### src/sv/ctok_pkg.sv
package ctok_pkg;

   // most results one input transaction can cause (closing a block comment)
   localparam int ResultsMax = 3;
   localparam int QueueDepth = 4;
   localparam int QueuePtrW  = $clog2(QueueDepth);
   localparam int QueueCntW  = $clog2(QueueDepth + 1);

   typedef struct packed {
      logic [7:0] in_char;
      logic       end_of_input;
   } ctok_req_type;

   typedef struct packed {
      logic [7:0] out_char;
      logic       token_last;
   } ctok_rsp_type;

   typedef struct packed {
      logic [1:0]                        count;
      ctok_rsp_type [ResultsMax-1:0]     item;
   } ctok_push_type;

   localparam logic [7:0] CharHash      = 8'h23;
   localparam logic [7:0] CharBackslash = 8'h5C;
   localparam logic [7:0] CharDquote    = 8'h22;
   localparam logic [7:0] CharSquote    = 8'h27;
   localparam logic [7:0] CharSlash     = 8'h2F;
   localparam logic [7:0] CharStar      = 8'h2A;
   localparam logic [7:0] CharEqual     = 8'h3D;
   localparam logic [7:0] CharGreater   = 8'h3E;
   localparam logic [7:0] CharMinus     = 8'h2D;
   localparam logic [7:0] CharNewline   = 8'h0A;
   localparam logic [7:0] CharSpace     = 8'h20;
   localparam logic [7:0] CharTab       = 8'h09;
   localparam logic [7:0] CharReturn    = 8'h0D;

endpackage

### src/sv/ctok_lexer.sv
module ctok_lexer import ctok_pkg::*; (
   input  logic          clock,
   input  logic          reset,
   input  logic          accept,
   input  ctok_req_type  req,
   output ctok_push_type push
);

   typedef enum logic [2:0] {
      MODE_NORMAL,
      MODE_STRING,
      MODE_PREPROC,
      MODE_LINE_COMMENT,
      MODE_BLOCK_COMMENT,
      MODE_OP_WAIT,
      MODE_SLASH_WAIT
   } mode_type;

   typedef struct packed {
      mode_type                  mode;
      logic [7:0]                pend_char;
      logic                      pend_valid;
      logic [7:0]                prev_char;
      logic [7:0]                quote_char;
      logic                      esc_odd;
      logic [1:0]                cnt;
      ctok_rsp_type [ResultsMax-1:0] res;
   } work_type;

   mode_type   mode_ff, mode_in;
   logic [7:0] pend_char_ff, pend_char_in;
   logic       pend_valid_ff, pend_valid_in;
   logic [7:0] prev_char_ff, prev_char_in;
   logic [7:0] quote_char_ff, quote_char_in;
   logic       esc_odd_ff, esc_odd_in;
   work_type   w;

   function automatic work_type put_char(work_type wi, logic [7:0] c, logic last);
      work_type wo;
      wo = wi;
      wo.res[wi.cnt].out_char   = c;
      wo.res[wi.cnt].token_last = last;
      wo.cnt = wi.cnt + 2'd1;
      return wo;
   endfunction

   function automatic work_type append_char(work_type wi, logic [7:0] c);
      work_type wo;
      wo = wi;
      if (wi.pend_valid) begin
         wo = put_char(wo, wi.pend_char, 1'b0);
      end
      wo.pend_char  = c;
      wo.pend_valid = 1'b1;
      return wo;
   endfunction

   function automatic work_type end_token(work_type wi);
      work_type wo;
      wo = wi;
      if (wi.pend_valid) begin
         wo = put_char(wo, wi.pend_char, 1'b1);
      end
      wo.pend_valid = 1'b0;
      return wo;
   endfunction

   function automatic work_type normal_char(work_type wi, logic [7:0] c);
      work_type wo;
      wo = wi;
      wo.mode = MODE_NORMAL;
      if (c inside {CharSpace, CharNewline, CharTab, CharReturn}) begin
         wo = end_token(wo);
      end else if (c inside {8'h2C, 8'h3B, 8'h28, 8'h29, 8'h7B, 8'h7D, 8'h5B, 8'h5D}) begin
         wo = end_token(wo);
         wo = put_char(wo, c, 1'b1);
      end else if (c inside {8'h2B, CharMinus, CharStar, 8'h25, CharGreater, 8'h3C,
                             8'h21, CharEqual, 8'h26, 8'h7C}) begin
         wo = end_token(wo);
         wo = append_char(wo, c);
         wo.mode = MODE_OP_WAIT;
      end else if (c == CharSlash) begin
         wo = end_token(wo);
         wo = append_char(wo, c);
         wo.mode = MODE_SLASH_WAIT;
      end else if (c == CharHash) begin
         wo = end_token(wo);
         wo = append_char(wo, c);
         wo.mode = MODE_PREPROC;
      end else if (c == CharDquote || c == CharSquote) begin
         wo = append_char(wo, c);
         wo.quote_char = c;
         wo.esc_odd    = 1'b0;
         wo.mode       = MODE_STRING;
      end else begin
         wo = append_char(wo, c);
      end
      return wo;
   endfunction

   always_comb begin
      logic [7:0] c;
      c = req.in_char;
      w = '0;
      w.mode       = mode_ff;
      w.pend_char  = pend_char_ff;
      w.pend_valid = pend_valid_ff;
      w.prev_char  = prev_char_ff;
      w.quote_char = quote_char_ff;
      w.esc_odd    = esc_odd_ff;
      if (req.end_of_input) begin
         w = end_token(w);
         w.mode       = MODE_NORMAL;
         w.pend_char  = 8'd0;
         w.prev_char  = 8'd0;
         w.quote_char = 8'd0;
         w.esc_odd    = 1'b0;
      end else begin
         unique case (mode_ff)
            MODE_STRING: begin
               w = append_char(w, c);
               if (c == quote_char_ff && !esc_odd_ff) begin
                  w.mode = MODE_NORMAL;
               end else if (c == CharBackslash) begin
                  w.esc_odd = ~esc_odd_ff;
               end else begin
                  w.esc_odd = 1'b0;
               end
            end
            MODE_PREPROC, MODE_LINE_COMMENT: begin
               w = append_char(w, c);
               if (c == CharNewline) begin
                  w = end_token(w);
                  w.mode = MODE_NORMAL;
               end
            end
            MODE_BLOCK_COMMENT: begin
               w = append_char(w, c);
               if (prev_char_ff == CharStar && c == CharSlash) begin
                  w = append_char(w, CharNewline);
                  w = end_token(w);
                  w.prev_char = 8'd0;
                  w.mode      = MODE_NORMAL;
               end else begin
                  w.prev_char = c;
               end
            end
            MODE_OP_WAIT: begin
               if (c == CharEqual || c == pend_char_ff ||
                   (pend_char_ff == CharMinus && c == CharGreater)) begin
                  w = append_char(w, c);
                  w = end_token(w);
                  w.mode = MODE_NORMAL;
               end else begin
                  w = end_token(w);
                  w = normal_char(w, c);
               end
            end
            MODE_SLASH_WAIT: begin
               if (c == CharSlash) begin
                  w = append_char(w, c);
                  w.mode = MODE_LINE_COMMENT;
               end else if (c == CharStar) begin
                  w = append_char(w, c);
                  w.prev_char = 8'd0;
                  w.mode      = MODE_BLOCK_COMMENT;
               end else if (c == CharEqual) begin
                  w = append_char(w, c);
                  w = end_token(w);
                  w.mode = MODE_NORMAL;
               end else begin
                  w = end_token(w);
                  w = normal_char(w, c);
               end
            end
            default: begin
               w = normal_char(w, c);
            end
         endcase
      end
   end

   always_comb begin
      mode_in       = mode_ff;
      pend_char_in  = pend_char_ff;
      pend_valid_in = pend_valid_ff;
      prev_char_in  = prev_char_ff;
      quote_char_in = quote_char_ff;
      esc_odd_in    = esc_odd_ff;
      if (accept) begin
         mode_in       = w.mode;
         pend_char_in  = w.pend_char;
         pend_valid_in = w.pend_valid;
         prev_char_in  = w.prev_char;
         quote_char_in = w.quote_char;
         esc_odd_in    = w.esc_odd;
      end
   end

   assign push.count = accept ? w.cnt : 2'd0;
   assign push.item  = w.res;

   always_ff @(posedge clock) begin
      if (reset) begin
         mode_ff       <= MODE_NORMAL;
         pend_char_ff  <= 8'd0;
         pend_valid_ff <= 1'b0;
         prev_char_ff  <= 8'd0;
         quote_char_ff <= 8'd0;
         esc_odd_ff    <= 1'b0;
      end else begin
         mode_ff       <= mode_in;
         pend_char_ff  <= pend_char_in;
         pend_valid_ff <= pend_valid_in;
         prev_char_ff  <= prev_char_in;
         quote_char_ff <= quote_char_in;
         esc_odd_ff    <= esc_odd_in;
      end
   end

endmodule

### src/sv/ctok_fifo.sv
module ctok_fifo import ctok_pkg::*; (
   input  logic          clock,
   input  logic          reset,
   input  ctok_push_type push,
   output logic          space_ok,
   output logic          rsp_valid,
   input  logic          rsp_stall,
   output ctok_rsp_type  rsp_payload
);

   ctok_rsp_type            mem_ff [QueueDepth];
   logic [QueuePtrW-1:0]    wr_ptr_ff, wr_ptr_in;
   logic [QueuePtrW-1:0]    rd_ptr_ff, rd_ptr_in;
   logic [QueueCntW-1:0]    count_ff, count_in;
   logic                    pop;

   // room for the largest burst of one transaction
   assign space_ok    = count_ff <= QueueCntW'(QueueDepth - ResultsMax);
   assign rsp_valid   = count_ff != '0;
   assign rsp_payload = mem_ff[rd_ptr_ff];
   assign pop         = rsp_valid && !rsp_stall;

   always_comb begin
      wr_ptr_in = wr_ptr_ff + QueuePtrW'(push.count);
      rd_ptr_in = rd_ptr_ff + QueuePtrW'(pop);
      count_in  = count_ff + QueueCntW'(push.count) - QueueCntW'(pop);
   end

   always_ff @(posedge clock) begin
      for (int i = 0; i < ResultsMax; i++) begin
         if (2'(i) < push.count) begin
            mem_ff[wr_ptr_ff + QueuePtrW'(i)] <= push.item[i];
         end
      end
   end

   always_ff @(posedge clock) begin
      if (reset) begin
         wr_ptr_ff <= '0;
         rd_ptr_ff <= '0;
         count_ff  <= '0;
      end else begin
         wr_ptr_ff <= wr_ptr_in;
         rd_ptr_ff <= rd_ptr_in;
         count_ff  <= count_in;
      end
   end

endmodule

### src/sv/c_source_tokenizer.sv
// a released token character is written into the result queue and leaves from its registered head
// throughput: one input transaction per cycle while the result queue holds at most one entry
// a transaction yields zero to three results, drained one per cycle while rsp_stall is low through a four-entry queue
// reset: synchronous, active high; lexer back to normal mode, nothing pending, queue empty
module c_source_tokenizer import ctok_pkg::*; (
   input  logic         clock,
   input  logic         reset,
   input  logic         req_valid,
   output logic         req_stall,
   input  ctok_req_type req_payload,
   output logic         rsp_valid,
   input  logic         rsp_stall,
   output ctok_rsp_type rsp_payload
);

   ctok_push_type push;
   logic          space_ok;
   logic          accept;

   // stall comes from queue occupancy only, no path from rsp_stall
   assign req_stall = !space_ok;
   assign accept    = req_valid && !req_stall;

   // lexer state plus next-state logic; emits up to three token characters
   ctok_lexer u_lexer (
      .clock  (clock),
      .reset  (reset),
      .accept (accept),
      .req    (req_payload),
      .push   (push)
   );

   // result queue decouples the burst from the output handshake
   ctok_fifo u_fifo (
      .clock       (clock),
      .reset       (reset),
      .push        (push),
      .space_ok    (space_ok),
      .rsp_valid   (rsp_valid),
      .rsp_stall   (rsp_stall),
      .rsp_payload (rsp_payload)
   );

endmodule

### config.mk
export PLATFORM = sky130hd
export DESIGN_NAME = c_source_tokenizer
export DESIGN_NICKNAME = d
export VERILOG_FILES = /design/src/sv/ctok_pkg.sv /design/src/sv/ctok_lexer.sv /design/src/sv/ctok_fifo.sv /design/src/sv/c_source_tokenizer.sv
export SDC_FILE = /design/constraint.sdc
export NUM_CORES = 1
export LEC_CHECK = 0
export ABC_CLOCK_PERIOD_IN_PS = 3300
export BUFFER_PORTS_ARGS = -buffer_cell sky130_fd_sc_hd__buf_2
export CAP_MARGIN = 20
export CORE_MARGIN = 2
export CORE_UTILIZATION = 30
export DETAILED_ROUTE_END_ITERATION = 12
export SLEW_MARGIN = 20
export SYNTH_ARGS = -nofsm -noshare
export SYNTH_HDL_FRONTEND = slang
export SYNTH_SLANG_ARGS = --single-unit
### constraint.sdc
create_clock -name clock -period 3.3 [get_ports clock]
set_input_delay 0.165 -clock clock [delete_from_list [all_inputs] [get_ports clock]]
set_output_delay 0.165 -clock clock [all_outputs]
set_load 0.02 [all_outputs]
==> results.cfg, run 1 <==
[power_and_ir_drop]
leakage_nw = 2.70
p_comb_share_pct = 27.7
power_density_nw_per_um2 = 419
p_sw_share_pct = 31.5
p_sw_mw = 0.926
intPower_mw = 2.01
clkPwrFrac_pct = 36.0
ir_drop_mv = 0.237
p_seq_share_pct = 36.3

[setup_path]
cp_data_arrival_time_ns = 3.35
max_stage_delay_ns = 0.39
path_depth = 15
crit_family = simple AND/OR/NAND/NOR gates
end_kind = flip-flop
critPathKind = flip-flop to flip-flop
r2r_start = u_lexer.pend_char_ff[1]
crit_fanout = 4
critical_path_buf_inv_count = 3
worstPathCellList = nor4bb_2 > nand4_1 > and2_2 > buf_4 > nand2_1 > a21oi_1 > a31oi_4 > inv_4 > ha_4 > inv_1 > ha_2 > fa_2 > xor2_1 > xnor2_1 > nor2_1
crit_slowest_cell = dfxtp_1
cp-start-kind = flip-flop
startpoint = u_lexer.pend_char_ff[1]
r2r_cells = 15
required_ns = 3.51

[clocking]
hold_buffers = 0
clk_path_buf_depth = 2
clk_latency_ns = 0.35
root_buffer = clkbuf_16
cts_buffers = 9
cts_tree = built
path_clk_slew_ns = 0.06
clock-sinks = 72
htreeDepth = 3

[run]
drv_cap = 0

[synthesis]
yosysTopAreaCellShare_pct = 19.2
ys_top_cells_by_count = 71 x nor2_1, 67 x a21oi_1, 63 x nand2_1
synth_edf_count = 36
syn-num-nets = 699
yosysTopAreaCell = edfxtp_1
async_reset_ff_share_pct = 0
synth_ff_type = edfxtp_1
synthCells = 676
yosys_warnings = 0
ys_seq_area_share_pct = 32.1
synth.cell_area_um2 = 5620
ys_types = 87
post-synth-top-count-cell = nor2_1
ys_top_cells_by_area = edfxtp_1 19%, dfxtp_1 13%, a21oi_1 6.0%, nor2_1 4.7%, nand2_1 4.2%
syn_area_per_cell_um2 = 8.31
synth-seq-cells = 72

[final_layout]
fin_nets = 792
syn2layout_area_growth_pct = 24.7
final_cells = 1008
layout-drive-gt1-share_pct = 27.1
diodes = 0
utilization_pct = 37.8

[floorplanning]
die_h_um = 141
core_area_um2 = 18500
die-area_um2 = 19800
num_rows = 50
die_w_um = 141
ios = 24
start_util_pct = 30.3

[outcome]
status = completed

[route]
vias = 5593
drc_errors = 0
met3WireLength_um = 1130
top_layer_used = met4
wl_per_cell_um = 17.9
dr_wl_met2_um = 8310
routed_via_density = 5.55
drt_iter0_markers = 588
ant_nets = 0
drt_first_pass_iters = 6
wl_met1_um = 8060
wl_um = 18100

[min_path]
hold_class = primary input to flip-flop
hp-start = req_payload[8]
hold_depth = 4

[grt]
grt_pass1_wl_um = 29000
grt_pass1_vias = 5363
grt_max_degree = 45
overflow = 0
track_usage_pct = 18.5
antenna_found_initial = 0

[timing]
timing.final.crit_share_pct = 95.0
holdWs_ns = 0.265
slew_headroom_pct = 53.7
fmax_ghz = 0.319
period_minus_slack_ns = 3.13
finClkSkew_ns = 0.0109
hold_viol_final = 0
drv_slew = 0
worst_pin_slew_ns = 0.694
finalSetupViolCount = 0

[placed_design]
port_buffers = 23
routabilityCongestion = 1.02
placedCellCount = 991
dpl.hpwl_um = 13900
==> kinds of logic after synthesis <==
logic type      Yosys count  share of synthesized area (%)
simple gates            283                           26.3
compound gates          189                           22.2
flops                    72                           32.1
buf+inv                  67                           5.41
mux                      32                           8.06
xor+xnor                 23                           3.59
fa+ha+maj                10                           2.36
==> final cells by class <==
type | instances | area (um^2)
inverters | 21 | 81.3
clock buffers | 10 | 229
flip-flops and latches | 72 | 1810
multi-input cells | 537 | 3580
well taps | 234 | 293
repair buffers | 128 | 928
clock inverters | 6 | 90.1
fillers | 1889 | 11500
==> through the flow <==
stage / worst slack (ns) / TNS (ns) / power (mW) / area, um^2
after floorplan: -0.127 / -0.127 / 1.64 / 5680
after global placement: -0.0842 / -0.0842 / 1.90 / 6660
after detailed placement: -0.121 / -0.123 / 1.90 / 6660
after CTS: 0.0671 / 0 / 2.97 / 6980
after global routing: -0.000174 / -0.000174 / 3.09 / 7010
final: 0.166 / 0 / 2.94 / 7010
==> metal layers <==
metal / GRT usage, % / vias to the layer above
met3: 3.63 / 53
met5: 0 / -
met1: 24.4 / 2599
li1: - / 2716
met4: 6.95 / 0
met2: 30.2 / 225
==> cells in the final DEF, fill, tap and decap left out, types with 4 or more instances in the layout <==
cell type,synthesis,final
and2_1,13,12
nor4_1,7,7
a21o_1,5,5
a31oi_1,6,6
o21a_1,4,4
o211ai_1,7,7
and3_1,8,8
mux2i_1,7,7
clkbuf_16,0,9
ha_1,9,6
or3_1,4,4
o221ai_1,5,5
edfxtp_1,36,36
o21ai_0,38,38
buf_2,12,23
nor2b_1,8,8
nand4_1,11,11
xor2_1,12,12
buf_4,6,103
mux2_2,16,16
mux4_2,9,9
nor2_1,71,70
nand2_1,63,63
inv_1,18,18
nor3_1,30,30
nand3b_1,5,5
nand2b_1,5,5
nand3_1,30,30
dfxtp_1,36,33
o21ai_1,4,4
xnor2_1,11,11
a2111oi_2,4,4
a21oi_1,67,66
==> what timing repair did <==
action | 4_1_cts | 5_1_grt
gates resized for setup | 0 | 6
hold endpoints to repair | 0 | 0
setup endpoints to repair | 0 | 8
buffers inserted | 0 | 1
==> power by group through the flow <==
stage               Clock (mW)  Combinational, mW  Sequential (mW)
floorplan                    0              0.603             1.04
global route              1.12              0.892             1.08
finish                    1.06              0.813             1.07
CTS                       1.08              0.817             1.07
detailed placement           0              0.811             1.09
global placement             0              0.809             1.09
==> path summary, 6_finish.rpt <==
kind	endpoint	slack (ns)
worst max register to register	u_fifo.count_ff[2]	0.17
worst min-delay path	u_lexer.prev_char_ff[7]	0.27
worst max-delay path	u_fifo.count_ff[2]	0.17
worst min register to register	u_lexer.prev_char_ff[5]	0.45
==> worst min-delay path, stage by stage <==
cell,delay (ns)
buf_2,0.10
buf_4,0.16
nand3_1,0.08
a21oi_1,0.06
==> sequential cells by signal (all words and copies together) (netlist names), 2 cells and up <==
register and flops:
u_lexer.mode_ff 3, u_lexer.pend_char_ff 8, u_lexer.quote_char_ff 8, u_fifo.wr_ptr_ff 2, u_fifo.rd_ptr_ff 2, u_fifo.mem_ff 36, u_fifo.count_ff 3, u_lexer.prev_char_ff 8
Power figures use the tool's default switching activity.
==> run 2: changes to the inputs <==
Settings changed: ABC_CLOCK_PERIOD_IN_PS 3300 to 3060.
Clock period 3.3 ns to 3.06 ns, I/O delays scaled along.
==> results.cfg, run 2 (same netlist as run 1, synthesis figures left out) <==
[outcome]
status = completed

[final_layout]
top_register = u_fifo.mem_ff
syn2layout_area_growth_pct = 30.5
layout-drive-gt1-share_pct = 30.7
mostFrequentLayoutCells = 131 x buf_4, 70 x nor2_1, 63 x nand2_1, 63 x a21oi_1
fillers = 1868
largest_register_ffs = 36
final_cells = 1041
final_common_cell = buf_4
multi_input_area_um2 = 3640
diodes = 0
register_area_um2 = 1800
design_area_um2 = 7330
fin_nets = 825
utilization_pct = 39.6

[timing]
finalSetupViolCount = 0
worst_pin_slew_ns = 0.722
hold_viol_final = 0
drv_slew = 0
slew_headroom_pct = 51.7
finClkSkew_ns = 0.0102
holdWs_ns = 0.269
period_minus_slack_ns = 3.05
timing.final.crit_share_pct = 99.7
grt_setup_unrepaired = yes
fmax_ghz = 0.328

[placed_design]
dpl.hpwl_um = 14200
placedCellCount = 1022
port_buffers = 23
place_area_um2 = 6970
routabilityCongestion = 0.996

[grt]
grt_pass1_wl_um = 30100
antenna_found_initial = 0
track_usage_pct = 19.2
grt_pass1_vias = 5581
grt_max_degree = 57
overflow = 0

[power_and_ir_drop]
power_density_nw_per_um2 = 432
leakage_nw = 2.87
power_mw = 3.16
ir_drop_mv = 0.259

[route]
vias = 5757
wl_per_cell_um = 17.8
routed_via_density = 5.53
wl_um = 18500
drc_errors = 0
ant_nets = 0
drt_iter0_markers = 647
drt_first_pass_iters = 5

[setup_path]
required_ns = 3.28
crit_fanout = 5
cp_data_arrival_time_ns = 3.27
end_kind = flip-flop
critPathKind = flip-flop to flip-flop
cp-start-kind = flip-flop
r2r_cells = 16

[floorplanning]
die-area_um2 = 19800
die_h_um = 141
num_rows = 50
core_area_um2 = 18500
start_util_pct = 30.3
ios = 24
die_w_um = 141

[clocking]
clk_latency_ns = 0.35
clock-sinks = 72
path_clk_slew_ns = 0.06
htreeDepth = 3
clk_path_buf_depth = 2
cts_buffers = 9
hold_buffers = 0
cts_tree = built
root_buffer = clkbuf_16

[min_path]
hold_class = primary input to flip-flop
hold_depth = 4

[run]
drv_cap = 0
==> run 2: changes by cell type in the layout (fill, tap and decap cells not counted), sizes merged <==
| cell | previous run | this run |
|---|---|---|
| clkinv | 1 | 4 |
| clkbuf | 10 | 9 |
| bufinv | 2 | 1 |
| buf | 128 | 161 |
| clkinvlp | 2 | 1 |
==> run 2: worst paths after layout <==
path                                               from                 endpoint  slack, ns
worst max-delay path            u_lexer.pend_char_ff[3]       u_fifo.count_ff[2]       0.01
worst max register to register  u_lexer.pend_char_ff[3]       u_fifo.count_ff[2]       0.01
worst min-delay path                     req_payload[8]  u_lexer.prev_char_ff[7]       0.27
worst min register to register  u_lexer.prev_char_ff[1]  u_lexer.prev_char_ff[1]       0.45
==> run 2: layout make-up <==
cell class | instances | area share [%]
clock buffers | 9 | 3.07
well taps | 234 | 3.99
multi-input cells | 537 | 49.6
repair buffers | 161 | 16.7
clock inverters | 7 | 0.939
flip-flops and latches | 72 | 24.6
inverters | 21 | 1.11
==> run 2: stage by stage <==
step	setup TNS (ns)	worst slack [ns]
CTS	0	0.0246
detailed placement	-10.02	-0.340
global placement	-7.16	-0.310
floorplan	-0.561	-0.346
global route	-0.232	-0.106
finish	0	0.0105
==> run 2: repair_timing <==
item / CTS / global route
cloned: 0 / 0
endpoints found under the setup margin: 1 / 30
pin swaps: 1 / 5
buffers inserted: 0 / 3
resized for setup: 0 / 12
==> run 2: critical path, cell delays in order (launching register included) <==
cell and delay, ns:
dfxtp_1 0.31, nor4bb_2 0.16, buf_4 0.13, nand4_1 0.13, and2_1 0.29, nand3_1 0.22
buf_4 0.20, a21oi_2 0.17, nor2_2 0.07, nor2_2 0.13, inv_1 0.05, ha_1 0.26
inv_1 0.05, fa_2 0.39, xor2_2 0.15, xnor2_1 0.15, nor2_1 0.05
==> run 2: per-layer routing <==
layer	vias to the layer above	wire length [um]	track usage [%]	part of all wire [%]
li1	2774	-	-	-
met1	2672	8170	26.0	44
met2	259	8310	30.2	45
met3	52	1370	3.67	7.4
met4	0	639	8.00	3.5
met5	-	0	0	0
==> run 2: where the power goes <==
part	switching [mW]	total (mW)	internal, mW
sequential	0.0781	1.15	1.07
combinational	0.525	0.955	0.431
clock	0.430	1.06	0.631
